<file path="src/rtl/assert_macros.svh">
// assertion helpers shared by the rtl files
`ifndef ASSERT_MACROS_SVH
`define ASSERT_MACROS_SVH

// a condition implies a consequent in the next cycle
`define ASSERT_NEXT(label, clk, rst, ante, cons) \
   label: assert property (@(posedge clk) disable iff (rst) (ante) |=> (cons)) \
      else $error("assertion failed");

// a condition implies a consequent in the same cycle
`define ASSERT_NOW(label, clk, rst, ante, cons) \
   label: assert property (@(posedge clk) disable iff (rst) (ante) |-> (cons)) \
      else $error("assertion failed");

`endif

</file>
<file path="src/rtl/cmm_ram.sv">
// ----------------------------------------------------------------------
// cmm_ram
// generic single write, single read ram with registered read
// ----------------------------------------------------------------------
`default_nettype none
module cmm_ram #(
   parameter int WIDTH = 32,
   parameter int DEPTH = 64
) (
   input  wire                      clock,
   input  wire                      wr_en,
   input  wire [$clog2(DEPTH)-1:0]  wr_addr,
   input  wire [WIDTH-1:0]          wr_data,
   input  wire [$clog2(DEPTH)-1:0]  rd_addr,
   output logic [WIDTH-1:0]         rd_data
);
   logic [WIDTH-1:0] mem_ff [DEPTH];

   // write port and registered read
   always_ff @(posedge clock) begin
      if (wr_en) begin
         mem_ff[wr_addr] <= wr_data;
      end
      rd_data <= mem_ff[rd_addr];
   end
endmodule
`default_nettype wire

</file>
<file path="config.mk">
export PLATFORM = sky130hd
export DESIGN_NAME = cmm_ram
export DESIGN_NICKNAME = d
export VERILOG_FILES = /design/src/rtl/assert_macros.svh /design/src/rtl/cmm_ram.sv
export SDC_FILE = /design/constraint.sdc
export NUM_CORES = 2
export LEC_CHECK = 0
export ABC_AREA = 1
export BUFFER_PORTS_ARGS = -buffer_cell sky130_fd_sc_hd__buf_2
export CAP_MARGIN = 20
export CORE_UTILIZATION = 55
export DETAILED_ROUTE_END_ITERATION = 16
export PLACE_DENSITY_LB_ADDON = 0.2
export SLEW_MARGIN = 20
export SYNTH_ARGS = -nofsm -noshare
export SYNTH_HDL_FRONTEND = slang
export SYNTH_SLANG_ARGS = --single-unit
</file>
<file path="constraint.sdc">
create_clock -name clock -period 10 [get_ports clock]
set_input_delay 0.5 -clock clock [delete_from_list [all_inputs] [get_ports clock]]
set_output_delay 0.5 -clock clock [all_outputs]
set_load 0.005 [all_outputs]
</file>
# After elaboration in Yosys (flattened, before gate mapping)
# Memory sizes are Yosys's and may differ from the RTL's. A register that Yosys moved wholly into a read port is not among the register bits.
# Cells that the tools add are included.
# totals
wordCells	3
n_memories	1
out_inout_bits	32
mem_bits_rw	2048
reg_bits	0
# op_classes
muxes	2
# mem_list
memory	words	width	read_ports	rd_clocked_by_memory_dff	wr	line_no	text
mem_ff	64	32	1	1	1	cmm_ram.sv:17	logic [WIDTH-1:0] mem_ff [DEPTH];
# op_table
operator	n
$mux 1	2

# Logic depth before layout (Yosys ltp)
# logic_depth
word_depth	2
ltp_mapped	13

# Worst setup path after synthesis
# OpenSTA, ideal clock, no wires.
# synth_timing
kind	input port to flip-flop
startpoint	in wr_en
endpoint	mem mem_ff[48][0], enable pin
t_arrival_ps	4128
cell_stages	3
required_ps	9498
path_buffers	1
setup_time_ps	502
setup_slack_ps	5370
path_cell_list	clkbuf_1 > nand4_1 > nor4_1
# synth_between
elab_chain_cells	2
# synth_lines
element	line_no	text
start: declaration	cmm_ram.sv:11	input wire wr_en,
$mux 1	cmm_ram.sv:21	if (wr_en) begin
$mux 1 (not written as such)	cmm_ram.sv:22	mem_ff[wr_addr] <= wr_data;
end: declaration	cmm_ram.sv:17	
# Every way passes these cells.

==> impl_metrics.json <==
{
  "area_used_by_multi_input_combinational_logic_sq_um": 18800,
  "yosys.cell_types.count": 16,
  "final_cell_count_no_fill": 8919,
  "worstRegToRegCells": 8,
  "placement_rows": 141,
  "worst_setup_slack_before_clock_tree_synthesis_ps": 5537,
  "layout.area.seq_sq_um": 62140,
  "yosysWarningCount": 0,
  "buffer_ports.inserted": 77,
  "outcome": "finished clean",
  "pin_count_of_the_biggest_net_entering_global_routing": 220,
  "dpl.cell_count": 8543,
  "cp-start-kind": "input pin",
  "cp.arrival_ps": 4510,
  "dp_hpwl_microns": 118400,
  "grt_first_pass_wirelength_microns": 342300,
  "gpl.final_weighted_congestion": 0.8561,
  "drtPass1Iterations": 6,
  "power_per_cell_area_nw_per_um2": 197.9,
  "leakagePower_nw": 32.06,
  "setup_total_negative_slack_ps": 0,
  "clock_insertion_delay_worst_skew_ps": 860,
  "syn-num-nets": 6815,
  "crit-reg2reg-launch": "mem_ff[33][17]$_DFFE_PP_",
  "clock-sinks": 2080,
  "startpoint": "rd_addr[0]",
  "finalHoldViolations": 0,
  "grt_remaining_overflow": 0,
  "tightest_slew_ps": 1230,
  "timing.critical_path.depth": 12,
  "htree_levels": 4,
  "cts_hold_buf": 0,
  "via_count": 54210,
  "slew_violations": 0,
  "syn-mean-instance-area_sq_um": 12.22,
  "detail_route.wl_per_cell_microns": 26.52,
  "timing.final.ws_setup_ps": 6283,
  "synth.area.top_cells": "edfxtp_1 74%, nand3_1 12%, nand2_1 10%",
  "layout_min_cycle_time_ps": 3717,
  "slowest_stage": "buf_4",
  "core-area_sq_um": 148500,
  "synth.largest_area_cell": "edfxtp_1",
  "critical_path.top_delay_family": "buffers and inverters",
  "layout_commonest_cell": "nand2_1",
  "post_cts.repair.setup_buffers": 0,
  "clkTransAtPathRegs_ps": 60,
  "vias_per_cell": 6.078,
  "synth_seq_area_share": 0.7510,
  "initial_utilization": 0.5570,
  "worst_reg_to_reg_setup_slack_ps": 8200,
  "r2r_endpoint": "rd_data[17]$_DFF_P_",
  "root_buffer": "clkbuf_16",
  "hold_path.class": "input pin to flip-flop",
  "setup_viol": 0,
  "syn_area_sq_um": 82740,
  "critPathMaxFanout": 219,
  "rsz0062_at_grt": "no",
  "drcViolationCount": 0,
  "number_of_max_cap_violations": 0,
  "cts.repair.resized": 0,
  "fp.dieArea_sq_um": 152000,
  "first_global_vias": 51070,
  "critical_path.cell_chain": "buf_8, inv_16, buf_4, buf_12, nand2_1, nand3_1, nand3_1, nand3_1, nand3_1, nand2_1, nand2_1, nand2_1",
  "path_buf_inv": 4,
  "detail_route.wirelength_microns": 236500,
  "timing.critical_path.slowest_cell_delay_ps": 740,
  "max_freq_ghz": 0.2690,
  "die-height_microns": 389.9,
  "period_share": 0.3717,
  "drt.antenna.violating_nets": 0,
  "cts_tree": "done",
  "1st_iter_drt_viols": 8433,
  "syn2layout_area_growth_pct": 10.54,
  "peakVddDrop_uv": 197.9,
  "gr-usage-all-layers": 0.3103,
  "drive_above_1_share": 0.08134,
  "synthesis.instances": 6769,
  "timing.clock.skew_ps": 21.30,
  "end_kind": "flip-flop",
  "criticalPathCategory": "input pin to flip-flop",
  "fillCellCount": 11280,
  "number_of_antenna_violations_at_the_first_check_in_global_routing": 26,
  "yosys.area.top_type_share": 0.7433,
  "nets": 6789,
  "cts_max_path_buffers": 3,
  "io-pin-count": 78,
  "timing.critical_path.required_ps": 10790,
  "cts-buffers-inserted": 199,
  "endpoint": "rd_data[2]$_DFF_P_",
  "remaining_max_slew_budget_at_the_tightest_pin": 0.1801,
  "ys_ff_latch": 2080,
  "most-common-layout-cells": "2248 x nand2_1, 2048 x edfxtp_1, 1907 x nand3_1, 199 x clkbuf_16, 135 x buf_4",
  "floorplan.die.width_microns": 389.9
}
-- layer usage --
layer  share of wire  track usage  wire (microns)
met1            0.39       0.4391           92200
met2            0.47       0.4896          110600
met3            0.11      0.05988           26920
met4           0.028      0.09754            6672
met5         0.00053            0             126
-- kinds of logic after synthesis --
family        after synthesis  share of synthesized area
flops                    2080                     0.7510
buf+inv                   461                    0.02779
simple gates             4228                     0.2212
-- area by class of cell --
type / count / area share
Antenna cell: 8 / 0.0002189
Clock buffer: 267 / 0.05899
Clock inverter: 100 / 0.009755
Inverter: 12 / 0.0008893
Multi-Input combinational cell: 4228 / 0.2055
Sequential cell: 2080 / 0.6795
Tap cell: 2002 / 0.02739
Timing Repair Buffer: 222 / 0.01779
-- synth_stat cells --
| master | count |
|---|---|
| edfxtp_1 | 2048 |
| nand3_1 | 1907 |
| buf_8 | 2 |
| buf_4 | 45 |
| dfxtp_1 | 32 |
| nor2_1 | 56 |
| inv_4 | 1 |
| buf_1 | 40 |
| clkbuf_1 | 77 |
| nand4_1 | 9 |
| buf_2 | 282 |
| inv_1 | 9 |
| nor4_1 | 8 |
| buf_6 | 3 |
| inv_2 | 2 |
| nand2_1 | 2248 |
-- state kept, by name (all words and copies together) (netlist names) --
name / cells
mem_ff: 2048
rd_data: 32
-- worst min-delay path by stage --
stage                     slack [ps]                        to                      from  cells after the start
after floorplan                  600    mem_ff[0][0]$_DFFE_PP_                wr_data[0]                      0
after global placement           800       rd_data[12]$_DFF_P_  mem_ff[52][12]$_DFFE_PP_                      8
after detailed placement         780       rd_data[13]$_DFF_P_  mem_ff[58][13]$_DFFE_PP_                      8
after CTS                        100   mem_ff[32][6]$_DFFE_PP_                wr_data[6]                      1
after global routing             150  mem_ff[50][14]$_DFFE_PP_                wr_addr[2]                      2
final                            160  mem_ff[50][14]$_DFFE_PP_                wr_addr[2]                      2
-- report_power, final --
| group | internal [mW] | switching (mW) |
|---|---|---|
| logic | 0.250 | 0.863 |
| clock network | 4.09 | 3.21 |
| registers | 9.65 | 0.0342 |
| total | 14.0 | 4.11 |
-- metrics by stage --
| step | hold WS, ps | power, mW | cell area [sq um] | utilization |
|---|---|---|---|---|
| 2_1_floorplan | 598.9 | 10.45 | 82740 | - |
| 3_3_place_gp | 795.4 | 10.94 | 85090 | 0.5728 |
| 3_5_place_dp | 784.7 | 10.96 | 85130 | 0.5731 |
| 4_1_cts | 102.6 | 18.13 | 91420 | 0.6154 |
| 5_1_grt | 146.2 | 18.54 | 91440 | 0.6156 |
| 6_report | 157.2 | 18.10 | 91460 | 0.6157 |
Power figures use the tool's default switching activity.
