**src/rtl/assert_macros.svh**
```systemverilog
// assertion helpers shared by the rtl files
`ifndef ASSERT_MACROS_SVH
`define ASSERT_MACROS_SVH

// a condition implies a consequent in the next cycle
`define ASSERT_NEXT(label, clk, rst, ante, cons) \
   label: assert property (@(posedge clk) disable iff (rst) (ante) |=> (cons)) \
      else $error("assertion failed");

// a condition implies a consequent in the same cycle
`define ASSERT_NOW(label, clk, rst, ante, cons) \
   label: assert property (@(posedge clk) disable iff (rst) (ante) |-> (cons)) \
      else $error("assertion failed");

`endif

```
**src/rtl/cmm_pkg.sv**
```systemverilog
// ----------------------------------------------------------------------
// cmm_pkg
// types and constants of the complex matrix multiplier
// ----------------------------------------------------------------------
`default_nettype none
package cmm_pkg;
   localparam int DIM_W = 4;
   localparam int IDX_W = 3;
   localparam int OUT_W = 36;

   typedef enum logic [1:0] {
      ACT_LOAD_A  = 2'd0,
      ACT_LOAD_B  = 2'd1,
      ACT_COMPUTE = 2'd2,
      ACT_NONE    = 2'd3
   } action_type;

   typedef enum logic [1:0] {
      REG_ROWS  = 2'd0,
      REG_INNER = 2'd1,
      REG_COLS  = 2'd2,
      REG_NONE  = 2'd3
   } reg_index_type;

   typedef enum logic [1:0] {
      ST_IDLE,
      ST_RUN,
      ST_DRAIN
   } state_type;

   // sizes of one compute run, already clamped
   typedef struct packed {
      logic [DIM_W-1:0] rows;
      logic [DIM_W-1:0] inner;
      logic [DIM_W-1:0] cols;
   } dims_type;
endpackage
`default_nettype wire

```
**src/rtl/cmm_front.sv**
```systemverilog
// ----------------------------------------------------------------------
// cmm_front
// accepts items, writes loads into the stores, queues compute commands
// ----------------------------------------------------------------------
`default_nettype none
`include "assert_macros.svh"
module cmm_front #(
   parameter int MAX_DIM = 8,
   parameter int ELEM_WIDTH = 16,
   parameter int AW = 6
) (
   input  wire                          clock,
   input  wire                          reset,
   input  wire                          start,
   output logic                         busy,
   input  wire [1:0]                    req_action,
   input  wire [cmm_pkg::IDX_W-1:0]     req_row_index,
   input  wire [cmm_pkg::IDX_W-1:0]     req_col_index,
   input  wire signed [ELEM_WIDTH-1:0]  req_real_part,
   input  wire signed [ELEM_WIDTH-1:0]  req_imag_part,
   input  wire [cmm_pkg::DIM_W-1:0]     cfg_rows,
   input  wire [cmm_pkg::DIM_W-1:0]     cfg_inner,
   input  wire [cmm_pkg::DIM_W-1:0]     cfg_cols,
   output logic                         wr_a,
   output logic                         wr_b,
   output logic [AW-1:0]                wr_addr,
   output logic [2*ELEM_WIDTH-1:0]      wr_data,
   output logic                         cmd_valid,
   output cmm_pkg::dims_type            cmd_dims,
   input  wire                          cmd_take,
   input  wire                          back_busy
);
   localparam int RW = $clog2(MAX_DIM) > 0 ? $clog2(MAX_DIM) : 1;
   localparam logic [cmm_pkg::DIM_W-1:0] MAXD = cmm_pkg::DIM_W'(MAX_DIM);

   // one-deep command queue
   logic                 q_valid_ff, q_valid_in;
   cmm_pkg::dims_type    q_dims_ff, q_dims_in;
   logic                 accept;
   logic                 in_range;

   function automatic logic [cmm_pkg::DIM_W-1:0] clamp(input logic [cmm_pkg::DIM_W-1:0] d);
      logic [cmm_pkg::DIM_W-1:0] r;
      r = d;
      if (d == '0) r = cmm_pkg::DIM_W'(1);
      else if (d > MAXD) r = MAXD;
      return r;
   endfunction

   assign busy   = q_valid_ff || back_busy;
   assign accept = start && !busy;
   assign in_range = (32'(req_row_index) < MAX_DIM) && (32'(req_col_index) < MAX_DIM);

   // store writes
   always_comb begin
      wr_a    = accept && in_range && (req_action == cmm_pkg::ACT_LOAD_A);
      wr_b    = accept && in_range && (req_action == cmm_pkg::ACT_LOAD_B);
      wr_addr = AW'({req_row_index[RW-1:0], req_col_index[RW-1:0]});
      wr_data = {req_real_part, req_imag_part};
   end

   // queue next state
   always_comb begin
      q_valid_in = q_valid_ff;
      q_dims_in  = q_dims_ff;
      if (cmd_take) q_valid_in = 1'b0;
      if (accept && req_action == cmm_pkg::ACT_COMPUTE) begin
         q_valid_in      = 1'b1;
         q_dims_in.rows  = clamp(cfg_rows);
         q_dims_in.inner = clamp(cfg_inner);
         q_dims_in.cols  = clamp(cfg_cols);
      end
   end

   always_ff @(posedge clock) begin
      if (reset) begin
         q_valid_ff <= 1'b0;
      end else begin
         q_valid_ff <= q_valid_in;
      end
      q_dims_ff <= q_dims_in;
   end

   assign cmd_valid = q_valid_ff;
   assign cmd_dims  = q_dims_ff;

   `ASSERT_NOW(a_take_valid, clock, reset, cmd_take, q_valid_ff)
   `ASSERT_NEXT(a_cmd_queued, clock, reset, accept && req_action == cmm_pkg::ACT_COMPUTE, q_valid_ff)
endmodule
`default_nettype wire

```
**config.mk**
```make
export PLATFORM = sky130hd
export DESIGN_NAME = cmm_front
export DESIGN_NICKNAME = d
export VERILOG_FILES = /design/src/rtl/cmm_pkg.sv /design/src/rtl/cmm_front.sv
export VERILOG_INCLUDE_DIRS = /design/src /design/src/rtl
export SDC_FILE = /design/constraint.sdc
export NUM_CORES = 1
export LEC_CHECK = 0
export BUFFER_PORTS_ARGS = -buffer_cell sky130_fd_sc_hd__clkbuf_2
export CAP_MARGIN = 20
export CORE_ASPECT_RATIO = 0.7
export CORE_MARGIN = 2
export CORE_UTILIZATION = 33
export DETAILED_ROUTE_END_ITERATION = 10
export PLACE_DENSITY = 0.85
export SYNTH_ARGS = -nofsm -noshare
export SYNTH_HDL_FRONTEND = slang
export SYNTH_SLANG_ARGS = --single-unit
```
**constraint.sdc**
```tcl
create_clock -name clock -period 3.43 [get_ports clock]
set_input_delay 0 -clock clock [delete_from_list [all_inputs] [get_ports clock]]
set_output_delay 0 -clock clock [all_outputs]
set_load 0.05 [all_outputs]
```
Yosys cells after proc, flatten, opt, wreduce, memory -nomap -nowiden
Index checks and enable logic that the tools add are counted.
{"block": "totals", "romBits": 0, "regBits": 13, "latchBits": 0, "mem_bits_rw": 0, "input_bits": 57, "memories": 0}
{"block": "op_classes", "n_eq_ne": 2, "n_lt_le_gt_ge": 3, "shift": 0, "mux": 5, "bitwise": 0, "n_reduce_logical": 14, "div_mod_pow": 0, "add_sub_neg": 0, "mul": 0}
{"cell": "greater-than comparator 4 bit, second input constant", "n": 3}
{"cell": "logical NOT 4 bit", "n": 3}
{"cell": "2-to-1 mux 4 bit", "n": 3}
{"cell": "OR reduction 2 bit", "n": 3}
{"cell": "logical AND 1 bit", "n": 4}
{"cell": "equality test 2 x 1 -> 1 bit, second input constant", "n": 1}
{"cell": "equality test 2 bit, second input constant", "n": 1}
{"cell": "logical NOT 2 bit", "n": 1}
{"cell": "2-to-1 mux 1 bit", "n": 2}
{"cell": "nonzero test 2 bit", "n": 1}
{"cell": "logical NOT 1 bit", "n": 1}
{"cell": "logical OR 1 bit", "n": 1}

Depth between registers and ports, before layout
{"block": "logic_depth", "ltp_word": 5, "depth_mapped": 2, "depth_no_buf": 2}

Least setup slack after synthesis
Ideal clock, no wire load.
{"block": "synth_path", "kind": "reg2out", "start": "register q_valid_ff, in the netlist cmd_valid", "end": "output wr_a", "path_stages_with_launch": 3, "slack_ps": 1409, "path_buffers": 0, "t_arrival_ps": 2021, "required_ps": 3430, "cell_sequence": "dfxtp_1 or3b_4 nor3_1"}
{"block": "synth_via", "elab_chain_len": 4}
{"element": "start: declaration", "line_no": "cmm_front.sv:37", "source": "logic q_valid_ff, q_valid_in;"}
{"element": "start signal: assignment", "line_no": "cmm_front.sv:79", "source": "q_valid_ff <= q_valid_in;"}
{"element": "logical OR 1 bit", "line_no": "cmm_front.sv:50", "source": "assign busy = q_valid_ff || back_busy;"}
{"element": "logical NOT 1 bit", "line_no": "cmm_front.sv:51", "source": "assign accept = start && !busy;"}
{"element": "logical AND 1 bit", "line_no": "cmm_front.sv:51"}
{"element": "logical AND 1 bit", "line_no": "cmm_front.sv:56", "source": "wr_a = accept && in_range && (req_action == cmm_pkg::ACT_LOAD_A);"}
{"element": "end: declaration", "line_no": "cmm_front.sv:24", "source": "output logic wr_a,"}
No other way between the ends.

Final worst setup path
{"block": "layout_path", "start": "register q_valid_ff, in the netlist cmd_valid", "end": "register q_dims_ff (netlist bit cmd_dims[1]), enable pin"}
{"block": "layout_via", "elab_chain_len": 4}
{"element": "logical OR 1 bit", "line_no": "cmm_front.sv:50"}
{"element": "logical NOT 1 bit", "line_no": "cmm_front.sv:51"}
{"element": "logical AND 1 bit", "line_no": "cmm_front.sv:51"}
{"element": "logical AND 1 bit", "line_no": "cmm_front.sv:67", "source": "if (accept && req_action == cmm_pkg::ACT_COMPUTE) begin"}
{"element": "end signal: assignment", "line_no": "cmm_front.sv:81", "source": "q_dims_ff <= q_dims_in;"}
{"element": "end: declaration", "line_no": "cmm_front.sv:38", "source": "cmm_pkg::dims_type q_dims_ff, q_dims_in;"}
No other way between the ends.
A chain may end at the register's enable or synchronous reset.

==> results.yml <==
status:
  outcome: "completed"
floorplanning:
  io-pin-count: 111
  floorplan.rows: 15
  core_area_um2: 2420
  die_h_um: 45.8
  floorplan.die.width_um: 63.7
  starting_density_of_the_core_pct: 34.1
  design.die.area_um2: 2920
cts:
  clock_tree_from_tritoncts: "built"
  cts_inserted_buffers: 3
  cts_sink_count: 13
  clock_insertion_delay_worst_skew_ns: 0.26
  cts-resized-gates: 0
  cts.root.buffer_cell: "sky130_fd_sc_hd__clkbuf_4"
  cts.htree.levels: 1
  clkTransAtPathRegs_ns: 0.07
  post-cts-setup-buffers: 0
  ctsLongestPathBuffers: 2
placed_design:
  port_buffers: 34
  final_hpwl_dp_um: 1450
  gp_congestion: 0.655
min_path:
  min_path_type: "in -> out"
timing:
  tns_ns: 0
  fin_crit_ns: 1.86
  slew-limit-headroom_pct: 42.5
  hold_violations: 0
  maxSlewViolCount: 0
  max_clock_freq_mhz: 536
  final_worst_clock_skew_ns: 0.000898
  final_min_period_over_clock_period_pct: 54.4
  setup_repair_after_global_routing_missed_its_margin: "false"
  timing_worst_slew_pin_value_ns: 0.859
  setup_viol_count_final: 0
critical_path:
  cp.required_ns: 3.32
  timing.reg2reg.worst_path_depth: 2
  critPathSlowestCell: "sky130_fd_sc_hd__nor3b_2"
  cp_max_fo: 12
  r2r-start: "cmd_valid"
  setup.worst_path.end_class: "flip-flop"
  critPathBufInv: 0
  reg2reg_to: "cmd_dims[1]"
  critical_path_class: "reg -> reg"
  setup.reg_to_reg.worst_slack_ns: 1.57
  setup.worst_path.end: "cmd_dims[1]"
  cp_slowest_stage_delay_ns: 0.73
  cp-startpoint: "cmd_valid"
  worst-endpoint-arrival_ns: 1.75
  critPathLaunchType: "flip-flop"
  path_delay_family: "simple AND/OR/NAND/NOR gates"
  critical_path_depth: 2
  crit_path_cell_trace: "or3b_4 -> nor3b_2"
cells_and_area:
  post_route_cells_drive_above_1_share_pct: 57.9
  fin_util_pct: 33.7
  filler_cell_count: 246
  nNetsFinal: 134
  multi_input_comb_area_um2: 144
  insertedDiodeCount: 0
  synthToLayoutAreaGrowth_pct: -0.910
  ff_latch_area_um2: 380
power:
  p_leak_nw: 0.345
  worst_ir_drop_vdd_v: 0.000106
  power.density_cell_area_nw_per_um2: 381
logic_synthesis:
  yosysTopAreaCellShare_pct: 43.7
  synth.largest_area_cell: "sky130_fd_sc_hd__edfxtp_1"
  asyncSetResetFlopFracSynth_pct: 0
  synth_ff_type: "sky130_fd_sc_hd__edfxtp_1"
  synth_edf_count: 12
  share_of_synthesized_area_occupied_by_flip_flops_and_latches_pct: 46.1
  count_of_different_cell_masters_after_synthesis: 14
  synth_top_cells_by_area: "sky130_fd_sc_hd__edfxtp_1 (44%), sky130_fd_sc_hd__buf_4 (35%), sky130_fd_sc_hd__nor2b_1 (4.6%), sky130_fd_sc_hd__o21ba_2 (3.6%), sky130_fd_sc_hd__nor3b_2 (3.0%)"
  postSynthAreaPerCell_um2: 11.1
  yosys.cell_count.top_type: "sky130_fd_sc_hd__buf_4"
  syn_area_um2: 825
  ys_top_cells_by_count: "sky130_fd_sc_hd__buf_4 (38), sky130_fd_sc_hd__edfxtp_1 (12), sky130_fd_sc_hd__nor2b_1 (6)"
  ys.warnings.count: 0
  yosys_register_bits: 13
  synthesis.instances: 74
  mappedNetlistNets: 131
global_routing:
  number_of_antenna_violations_at_the_first_check_in_global_routing: 0
  track_usage_pct: 11.2
  grt_pass1_vias: 456
  grt_pass1_wl_um: 2360
  grt_max_degree: 13
  overflow: 0
flow_run:
  cap_violations: 0
drt:
  drt.antenna.violating_nets: 0
  drt_iter0_markers: 18
  finalWirelength_um: 1720
  drt_pass1_iterations: 4
  remaining_drc_errors: 0
  vias_per_cell: 4.40
  routed-via-count: 484
  routedWlPerCell_um: 15.6
## cells by family after synthesis
| family | share of synthesized area [%] |
|---|---|
| buffers and inverters | 36.4 |
| flip-flops | 46.1 |
| AND/OR/NAND/NOR | 12.7 |
| AO/OA/AOI/OAI | 4.70 |
## what timing repair did
action                                 CTS  global route
hold buffers                             5             0
endpoints found under the hold margin    4             0
setup endpoints to repair                0             0
## sequential cells by signal, indices dropped and copies added (netlist names)
register   count
cmd_valid      1
cmd_dims      12
## worst reg2reg max path: stages, from the launching register on
cell and delay (ns):
sky130_fd_sc_hd__dfxtp_1 0.33, sky130_fd_sc_hd__or3b_4 0.43, sky130_fd_sc_hd__nor3b_2 0.73
## metrics by stage
stage               worst slack (ns)  power, mW  cell area, µm²  hold slack [ns]  cells
CTS                             1.54      0.316             817         0.000341    110
floorplan                       1.41      0.327             825            0.102     74
finish                          1.57      0.311             817        0.0000220    110
detailed placement              1.55      0.225             741         0.000341    101
global route                    1.43      0.326             817        0.0000779    110
global placement                1.62      0.223             741         0.000341    101
## layout by cell type, fill, tap and decap left out
cell                            netlist  final
sky130_fd_sc_hd__nor3b_2              2      2
sky130_fd_sc_hd__nor3_1               1      1
sky130_fd_sc_hd__o21ba_2              3      3
sky130_fd_sc_hd__clkbuf_1             3      1
sky130_fd_sc_hd__o32ai_1              1      1
sky130_fd_sc_hd__dlygate4sd3_1        0      5
sky130_fd_sc_hd__dfxtp_1              1      1
sky130_fd_sc_hd__or3b_4               1      1
sky130_fd_sc_hd__nor2b_1              6      6
sky130_fd_sc_hd__clkbuf_4             0      3
sky130_fd_sc_hd__inv_1                1      1
sky130_fd_sc_hd__or2_2                1      1
sky130_fd_sc_hd__edfxtp_1            12     12
sky130_fd_sc_hd__nor2_1               3      3
sky130_fd_sc_hd__or3b_1               1      1
sky130_fd_sc_hd__clkbuf_2             0     34
## routing by layer
metal / vias up / track usage (%) / part of all wire [%]
met5: - / 0 / 0
met4: 0 / 4.78 / 0.99
met3: 6 / 10.6 / 23
met2: 59 / 22.1 / 53
met1: 207 / 6.86 / 24
li1: 212 / - / -
## report_power, final
| group | switching [mW] | internal [mW] | leakage (nW) | total [mW] |
|---|---|---|---|---|
| registers | 0.000897 | 0.176 | 0.119 | 0.177 |
| clock network | 0.0416 | 0.0449 | 0.0150 | 0.0865 |
| logic | 0.0270 | 0.0206 | 0.211 | 0.0476 |
## how the worst min path moves through the flow
stage / start / to / slack, ns / cells after the start
final: req_row_index[1] / wr_addr[4] / 0.00002 / 0
after global routing: req_imag_part[0] / wr_data[0] / 0.00008 / 0
after CTS: req_row_index[2] / wr_addr[5] / 0.0003 / 0
after detailed placement: req_row_index[2] / wr_addr[5] / 0.0003 / 0
after global placement: req_row_index[2] / wr_addr[5] / 0.0003 / 0
after floorplan: req_action[1] / wr_b / 0.10 / 1
## layout make-up
type                       count  share of cell area, %
sequential                    13                   46.6
timing repair buffer          39                   27.0
multi-input combinational     19                   17.6
tap                           34                   5.21
clock buffer                   4                   3.22
inverter                       1                  0.459
(Power assumes the default switching activity.)
