`config.mk`:
```
export PLATFORM = sky130hd
export DESIGN_NAME = cmm_back
export DESIGN_NICKNAME = d
export VERILOG_FILES = /design/src/rtl/cmm_pkg.sv /design/src/rtl/cmm_back.sv
export VERILOG_INCLUDE_DIRS = /design/src /design/src/rtl
export SDC_FILE = /design/constraint.sdc
export NUM_CORES = 2
export LEC_CHECK = 0
export BUFFER_PORTS_ARGS = -buffer_cell sky130_fd_sc_hd__buf_2
export CAP_MARGIN = 15
export CORE_ASPECT_RATIO = 0.8
export CORE_MARGIN = 4
export CORE_UTILIZATION = 42
export DETAILED_ROUTE_END_ITERATION = 12
export PLACE_DENSITY = 0.67
export SLEW_MARGIN = 0
export SYNTH_ARGS = -nofsm -noshare
export SYNTH_HDL_FRONTEND = slang
export SYNTH_SLANG_ARGS = --single-unit
```
`constraint.sdc`:
```
create_clock -name clock -period 8.65 [get_ports clock]
set_clock_uncertainty 0.1 [all_clocks]
set_input_delay 1.73 -clock clock [delete_from_list [all_inputs] [get_ports clock]]
set_output_delay 1.73 -clock clock [all_outputs]
set_load 0.005 [all_outputs]
```
`src/rtl/assert_macros.svh`:
```
// assertion helpers shared by the rtl files
`ifndef ASSERT_MACROS_SVH
`define ASSERT_MACROS_SVH

// a condition implies a consequent in the next cycle
`define ASSERT_NEXT(label, clk, rst, ante, cons) \
   label: assert property (@(posedge clk) disable iff (rst) (ante) |=> (cons)) \
      else $error("assertion failed");

// a condition implies a consequent in the same cycle
`define ASSERT_NOW(label, clk, rst, ante, cons) \
   label: assert property (@(posedge clk) disable iff (rst) (ante) |-> (cons)) \
      else $error("assertion failed");

`endif

```
`src/rtl/cmm_pkg.sv`:
```
// ----------------------------------------------------------------------
// cmm_pkg
// types and constants of the complex matrix multiplier
// ----------------------------------------------------------------------
`default_nettype none
package cmm_pkg;
   localparam int DIM_W = 4;
   localparam int IDX_W = 3;
   localparam int OUT_W = 36;

   typedef enum logic [1:0] {
      ACT_LOAD_A  = 2'd0,
      ACT_LOAD_B  = 2'd1,
      ACT_COMPUTE = 2'd2,
      ACT_NONE    = 2'd3
   } action_type;

   typedef enum logic [1:0] {
      REG_ROWS  = 2'd0,
      REG_INNER = 2'd1,
      REG_COLS  = 2'd2,
      REG_NONE  = 2'd3
   } reg_index_type;

   typedef enum logic [1:0] {
      ST_IDLE,
      ST_RUN,
      ST_DRAIN
   } state_type;

   // sizes of one compute run, already clamped
   typedef struct packed {
      logic [DIM_W-1:0] rows;
      logic [DIM_W-1:0] inner;
      logic [DIM_W-1:0] cols;
   } dims_type;
endpackage
`default_nettype wire

```
`src/rtl/cmm_back.sv`:
```
// ----------------------------------------------------------------------
// cmm_back
// walks rows, columns and inner index, multiplies and accumulates
// ----------------------------------------------------------------------
`default_nettype none
`include "assert_macros.svh"
module cmm_back #(
   parameter int MAX_DIM = 8,
   parameter int ELEM_WIDTH = 16,
   parameter int AW = 6
) (
   input  wire                             clock,
   input  wire                             reset,
   input  wire                             cmd_valid,
   input  wire cmm_pkg::dims_type          cmd_dims,
   output logic                            cmd_take,
   output logic                            back_busy,
   output logic [AW-1:0]                   rd_a_addr,
   output logic [AW-1:0]                   rd_b_addr,
   input  wire [2*ELEM_WIDTH-1:0]          rd_a_data,
   input  wire [2*ELEM_WIDTH-1:0]          rd_b_data,
   output logic                            done,
   output logic [cmm_pkg::IDX_W-1:0]       out_row,
   output logic [cmm_pkg::IDX_W-1:0]       out_col,
   output logic [cmm_pkg::OUT_W-1:0]       out_real,
   output logic [cmm_pkg::OUT_W-1:0]       out_imag,
   output logic                            out_last
);
   localparam int RW = $clog2(MAX_DIM) > 0 ? $clog2(MAX_DIM) : 1;
   localparam int PW = 2 * ELEM_WIDTH;
   localparam int W  = cmm_pkg::DIM_W;

   cmm_pkg::state_type state_ff, state_in;
   cmm_pkg::dims_type  dims_ff, dims_in;
   logic [W-1:0] r_ff, r_in, c_ff, c_in, k_ff, k_in;

   // pipeline control: read (s1), multiply (s2), accumulate (s3)
   typedef struct packed {
      logic valid;
      logic first;
      logic fin;
      logic lastel;
      logic [cmm_pkg::IDX_W-1:0] row;
      logic [cmm_pkg::IDX_W-1:0] col;
   } tag_type;
   tag_type t0, s1_ff, s2_ff;

   logic signed [PW-1:0] rr_ff, ii_ff, ri_ff, ir_ff;
   logic signed [cmm_pkg::OUT_W-1:0] acc_re_ff, acc_im_ff, acc_re_in, acc_im_in;
   logic s3_ff;
   logic issue, step_last;

   logic signed [ELEM_WIDTH-1:0] ar, ai, br, bi;
   assign ar = rd_a_data[PW-1:ELEM_WIDTH];
   assign ai = rd_a_data[ELEM_WIDTH-1:0];
   assign br = rd_b_data[PW-1:ELEM_WIDTH];
   assign bi = rd_b_data[ELEM_WIDTH-1:0];

   assign rd_a_addr = AW'({r_ff[RW-1:0], k_ff[RW-1:0]});
   assign rd_b_addr = AW'({k_ff[RW-1:0], c_ff[RW-1:0]});

   // sequencer
   always_comb begin
      state_in = state_ff;
      dims_in  = dims_ff;
      r_in = r_ff; c_in = c_ff; k_in = k_ff;
      cmd_take = 1'b0;
      issue = 1'b0;
      step_last = 1'b0;
      unique case (state_ff)
         cmm_pkg::ST_IDLE: begin
            if (cmd_valid) begin
               cmd_take = 1'b1;
               dims_in  = cmd_dims;
               r_in = '0; c_in = '0; k_in = '0;
               state_in = cmm_pkg::ST_RUN;
            end
         end
         cmm_pkg::ST_RUN: begin
            issue = 1'b1;
            if (k_ff + W'(1) < dims_ff.inner) begin
               k_in = k_ff + W'(1);
            end else begin
               k_in = '0;
               if (c_ff + W'(1) < dims_ff.cols) begin
                  c_in = c_ff + W'(1);
               end else begin
                  c_in = '0;
                  if (r_ff + W'(1) < dims_ff.rows) begin
                     r_in = r_ff + W'(1);
                  end else begin
                     step_last = 1'b1;
                     state_in = cmm_pkg::ST_DRAIN;
                  end
               end
            end
         end
         cmm_pkg::ST_DRAIN: begin
            if (!s1_ff.valid && !s2_ff.valid && !s3_ff) state_in = cmm_pkg::ST_IDLE;
         end
         default: state_in = cmm_pkg::ST_IDLE;
      endcase
   end

   always_comb begin
      t0.valid  = issue;
      t0.first  = (k_ff == '0);
      t0.fin    = (k_ff + W'(1) >= dims_ff.inner);
      t0.lastel = step_last;
      t0.row    = r_ff[cmm_pkg::IDX_W-1:0];
      t0.col    = c_ff[cmm_pkg::IDX_W-1:0];
   end

   always_ff @(posedge clock) begin
      if (reset) begin
         state_ff <= cmm_pkg::ST_IDLE;
         s1_ff.valid <= 1'b0;
         s2_ff.valid <= 1'b0;
         s3_ff <= 1'b0;
      end else begin
         state_ff <= state_in;
         s1_ff.valid <= t0.valid;
         s2_ff.valid <= s1_ff.valid;
         s3_ff <= s2_ff.valid && s2_ff.fin;
      end
      dims_ff <= dims_in;
      r_ff <= r_in; c_ff <= c_in; k_ff <= k_in;
      {s1_ff.first, s1_ff.fin, s1_ff.lastel, s1_ff.row, s1_ff.col} <=
         {t0.first, t0.fin, t0.lastel, t0.row, t0.col};
      {s2_ff.first, s2_ff.fin, s2_ff.lastel, s2_ff.row, s2_ff.col} <=
         {s1_ff.first, s1_ff.fin, s1_ff.lastel, s1_ff.row, s1_ff.col};
      // four partial products, registered
      rr_ff <= ar * br;
      ii_ff <= ai * bi;
      ri_ff <= ar * bi;
      ir_ff <= ai * br;
      acc_re_ff <= acc_re_in;
      acc_im_ff <= acc_im_in;
      out_row  <= s2_ff.row;
      out_col  <= s2_ff.col;
      out_last <= s2_ff.lastel;
   end

   // accumulate
   always_comb begin
      logic signed [cmm_pkg::OUT_W-1:0] pre, pim;
      pre = cmm_pkg::OUT_W'(rr_ff) - cmm_pkg::OUT_W'(ii_ff);
      pim = cmm_pkg::OUT_W'(ri_ff) + cmm_pkg::OUT_W'(ir_ff);
      if (s2_ff.first) begin
         acc_re_in = pre;
         acc_im_in = pim;
      end else begin
         acc_re_in = acc_re_ff + pre;
         acc_im_in = acc_im_ff + pim;
      end
      if (!s2_ff.valid) begin
         acc_re_in = acc_re_ff;
         acc_im_in = acc_im_ff;
      end
   end

   assign done      = s3_ff;
   assign out_real  = acc_re_ff;
   assign out_imag  = acc_im_ff;
   assign back_busy = (state_ff != cmm_pkg::ST_IDLE);

   `ASSERT_NOW(a_done_not_idle, clock, reset, s3_ff, back_busy)
   `ASSERT_NEXT(a_last_ends, clock, reset, s3_ff && out_last, !s3_ff)
endmodule
`default_nettype wire

```
Yosys cells after proc, flatten, opt, wreduce, memory -nomap -nowiden
Cells that the tools add are included.
{"block": "op_classes", "addsub": 7, "n_mul": 4, "n_lt_le_gt_ge": 4, "n_eq_ne": 8, "mux": 22, "n_bitwise": 1, "n_reduce_logical": 16}
{"operator": "$mul 16x16->32", "count": 4}
{"operator": "$add 36x33->36", "count": 2}
{"operator": "$mux 36", "count": 2}
{"operator": "$add 32x32->33", "count": 1}
{"operator": "$sub 32x32->33", "count": 1}
{"operator": "$mux 4", "count": 7}
{"operator": "$pmux 4 s2", "count": 3}
{"operator": "$add 4x1->4 const B", "count": 3}
{"operator": "$lt 4x4->1", "count": 3}
{"operator": "$ne 2x2->1 const B", "count": 6}
{"operator": "$mux 2", "count": 5}
{"operator": "$reduce_and 5->1", "count": 2}
{"operator": "$pmux 2 s3", "count": 1}
{"operator": "$ge 4x4->1", "count": 1}
{"operator": "$logic_not 4->1", "count": 1}
{"operator": "$mux 1", "count": 4}
{"operator": "$reduce_and 2->1", "count": 2}
{"operator": "$reduce_bool 2->1", "count": 2}
{"operator": "$logic_and 1x1->1", "count": 3}
{"operator": "$logic_not 1->1", "count": 3}
{"operator": "$reduce_and 3->1", "count": 1}
{"operator": "$reduce_or 3->1", "count": 1}
{"operator": "$eq 2x1->1 const B", "count": 1}
{"operator": "$eq 2x2->1 const B", "count": 1}
{"operator": "2 further kinds", "count": 2}
{"block": "totals", "regBits": 254, "inputBits": 79, "out_inout_bits": 94, "word_cells": 91}

Longest topological paths before layout
{"block": "logic_depth", "depth_word": 6, "depth_mapped": 25, "ltp_nobuf": 24}

Worst setup path before layout
No wires, ideal clock.
{"block": "synth_path", "path_kind": "input port to flip-flop", "from": "input rd_a_data[27]", "to": "register rr_ff[25]", "arrival_time_ns": 7.398, "t_required_ns": 8.478, "slack_ns": 1.079, "stages": 22, "cell_sequence": "clkbuf_1 -> nand2_1 -> fa_1 -> fa_1 -> fa_1 -> inv_1 -> fa_1 -> fa_1 -> inv_1 -> fa_1 -> inv_1 -> ha_1 -> and3_1 -> and3_1 -> a21oi_2 -> o31ai_1 -> o41ai_4 -> o31ai_1 -> or4_1 -> a31o_1 -> a21oi_2 -> xnor2_1"}
{"block": "synth_via", "elab_chain_cells": 1}
{"item": "start: declaration", "line": "cmm_back.sv:20", "rtl": "input wire [2*ELEM_WIDTH-1:0] rd_a_data,"}
{"item": "$mul 16x16->32", "line": "cmm_back.sv:133", "rtl": "rr_ff <= ar * br;"}
{"item": "end signal: assignment", "line": "cmm_back.sv:133"}
{"item": "end: declaration", "line": "cmm_back.sv:48", "rtl": "logic signed [PW-1:0] rr_ff, ii_ff, ri_ff, ir_ff;"}
Every way passes these cells.
A chain may end at the register's enable or synchronous reset.

Worst setup path after layout
{"block": "layout_path", "from": "input rd_b_data[1]", "to": "register ii_ff[31]"}
{"block": "layout_via", "elab_chain_cells": 1}
{"item": "start: declaration", "line": "cmm_back.sv:21", "rtl": "input wire [2*ELEM_WIDTH-1:0] rd_b_data,"}
{"item": "$mul 16x16->32", "line": "cmm_back.sv:134", "rtl": "ii_ff <= ai * bi;"}
{"item": "end signal: assignment", "line": "cmm_back.sv:134"}
{"item": "end: declaration", "line": "cmm_back.sv:48"}
Every way passes these cells.

==> impl_metrics.ini <==
[status]
status = finished clean

[floorplanning]
initial_utilization = 0.424
core.rowCount = 116
chipWidth_um = 406
die_area_um2 = 132000
ios = 173
coreArea_um2 = 125000
fp.dieH_um = 326

[worst_setup_path]
r2r_start = ir_ff[0]
start_kind = input pin
path_max_fanout = 32
critical_path_class = in -> reg
end_kind = register
arrival_ns = 8.28
cp.required_ns = 9.03
rr_worst_depth = 20
r2r-end = out_imag[35]
reg2reg_slack_ns = 3.13

[logic_synthesis]
ys_warn_count = 0
synthArstFlopShare = 0
synth-edff-count = 96
synth_flop_cell = dfxtp_1
postSynthCellCount = 5747
syn_nets = 7354
syn_area_per_cell_um2 = 9.26
syn_area_um2 = 53200
yosys.area.top_type = fa_1
synth.distinct_cells = 82
synth_top_area_share = 0.396
synth_seq_cells = 254
ys_seq_area_frac = 0.114
synthTopCellsByArea = fa_1, ha_1, inv_1

[clock_tree]
cts_tree = built
cts_sinks = 254
root_buffer = clkbuf_16
clock_latency_ns = 0.57
cts_hold_buf = 0
post_cts_resize_count = 0
clk_pin_slew_worst_paths_ns = 0.06
clock_path_buffers = 3
htreeDepth = 2
postCtsSetupBuffers = 0
cts_buffers = 34

[global_route]
grt_pass1_vias = 40700
antenna_found_initial = 32
grt_pass1_wl_mm = 220
overflow = 0
grt_use_total = 0.210
grt_max_degree = 92

[placement]
place_area_um2 = 55800
gp_congestion = 0.905
dp_hpwl_mm = 111
port_buffers = 172

[worst_hold_path]
hold_start = s1_ff[6]
min_path_type = reg -> reg
worstHoldPathCells = 0
min_to = s2_ff[6]

[timing]
period_share = 0.914
slew_headroom = 0.340
fin_setup_tns_ns = 0
setup-violations-final = 0
max_slew.worst_pin.slew_ns = 0.991
rsz0062_at_grt = false
min_period_ns = 7.90
hold_viol_final = 0
max_freq_mhz = 127
drv_slew = 0

[drt]
drt_iter0_drc = 2686
wirelength_mm = 135
drc = 0
dr.pass1.iters = 7
wire_per_inst_um = 18.0
via_per_inst = 5.16
dr_total_vias = 38600
ant_nets = 0

[final_layout]
nFillCells = 12000
synthToLayoutAreaGrowth_pct = 7.24
final_common_cell = inv_1
final_cell_mix = inv_1, fa_1, nand2_1, and2_1, ha_1
stdcell_area_um2 = 57000
drive_gt1_frac = 0.0602
final_nets = 7408
fin_util = 0.455

[job]
maxCapViolations = 0
## sequential cells by signal (all words and copies together) (netlist names)
name      flops
dims_ff      12
ir_ff        32
out_imag     36
state_ff      2
out_last      1
out_col       3
out_row       3
ii_ff        32
s1_ff        10
r_ff          4
out_real     36
c_ff          4
done          1
rr_ff        32
ri_ff        32
s2_ff        10
k_ff          4
## worst max-delay path by stage
stage	start	slack, ns	cells past startpoint	end
finish	rd_b_data[1]	0.75	22	ii_ff[31]
global route	rd_b_data[1]	0.37	22	ii_ff[31]
CTS	rd_b_data[1]	0.84	22	ii_ff[31]
detailed placement	rd_b_data[1]	0.27	22	ii_ff[31]
global placement	rd_b_data[1]	0.38	22	ii_ff[31]
floorplan	rd_a_data[27]	1.08	22	rr_ff[25]
## layout make-up
type / instances / area (um^2) / share of cell area
diodes: 10 / 25.0 / 0.000439
clock buffers: 50 / 1040 / 0.0182
multi-input cells: 4042 / 41700 / 0.730
inverters: 1224 / 4590 / 0.0805
well taps: 1652 / 2070 / 0.0362
clock inverters: 12 / 165 / 0.00290
repair buffers: 245 / 1450 / 0.0254
flip-flops and latches: 254 / 6050 / 0.106
## synthesized netlist by cell type, types with 29 or more instances
master / number
a21o_1: 102
a21oi_1: 211
and2_1: 512
clkbuf_1: 209
dfxtp_1: 158
edfxtp_1: 96
fa_1: 1052
ha_1: 476
inv_1: 1223
nand2_1: 605
nand2b_1: 47
nand3_1: 50
nor2_1: 182
nor2b_1: 29
o21a_1: 32
o21ai_0: 135
o21bai_1: 34
xnor2_1: 182
xor2_1: 86
## critical path: stages
cell,delay (ns)
buf_2,0.61
nand2_1,0.20
inv_1,0.18
fa_1,0.55
fa_1,0.57
fa_1,0.45
fa_1,0.51
fa_1,0.49
inv_1,0.05
fa_1,0.47
inv_1,0.04
ha_1,0.35
a21o_1,0.19
a21o_1,0.17
a21oi_1,0.20
o32ai_1,0.12
a31oi_1,0.41
a311oi_1,0.20
nor3_1,0.32
o21bai_1,0.11
a21oi_1,0.19
xnor2_1,0.13
## cell families after synthesis
kind of cell               Yosys count  share of synthesized area
adders and majority gates         1528                      0.508
xor gates and xnor gates           268                     0.0441
muxes                               23                    0.00475
and+or+nand+nor                   1550                      0.144
buffers and inverters             1451                      0.103
AOI/OAI and AO/OA                  673                     0.0819
DFF                                254                      0.114
## layer usage
layer | GRT usage | routed length [um]
met5 | 0 | 80
met2 | 0.326 | 60700
met1 | 0.292 | 58400
met4 | 0.0491 | 2980
met3 | 0.0563 | 12300
## per-stage QoR
step                      hold slack, ns  cells  setup WS [ns]
after detailed placement           0.212   7417          0.267
after CTS                          0.223   7479          0.842
after global placement             0.210   7417          0.384
final                              0.225   7489          0.748
after global routing               0.230   7484          0.370
after floorplan                    0.210   5747           1.08
Power is not shown: default switching activity piles up to over one toggle a cycle in this logic, so the estimate is an artifact.
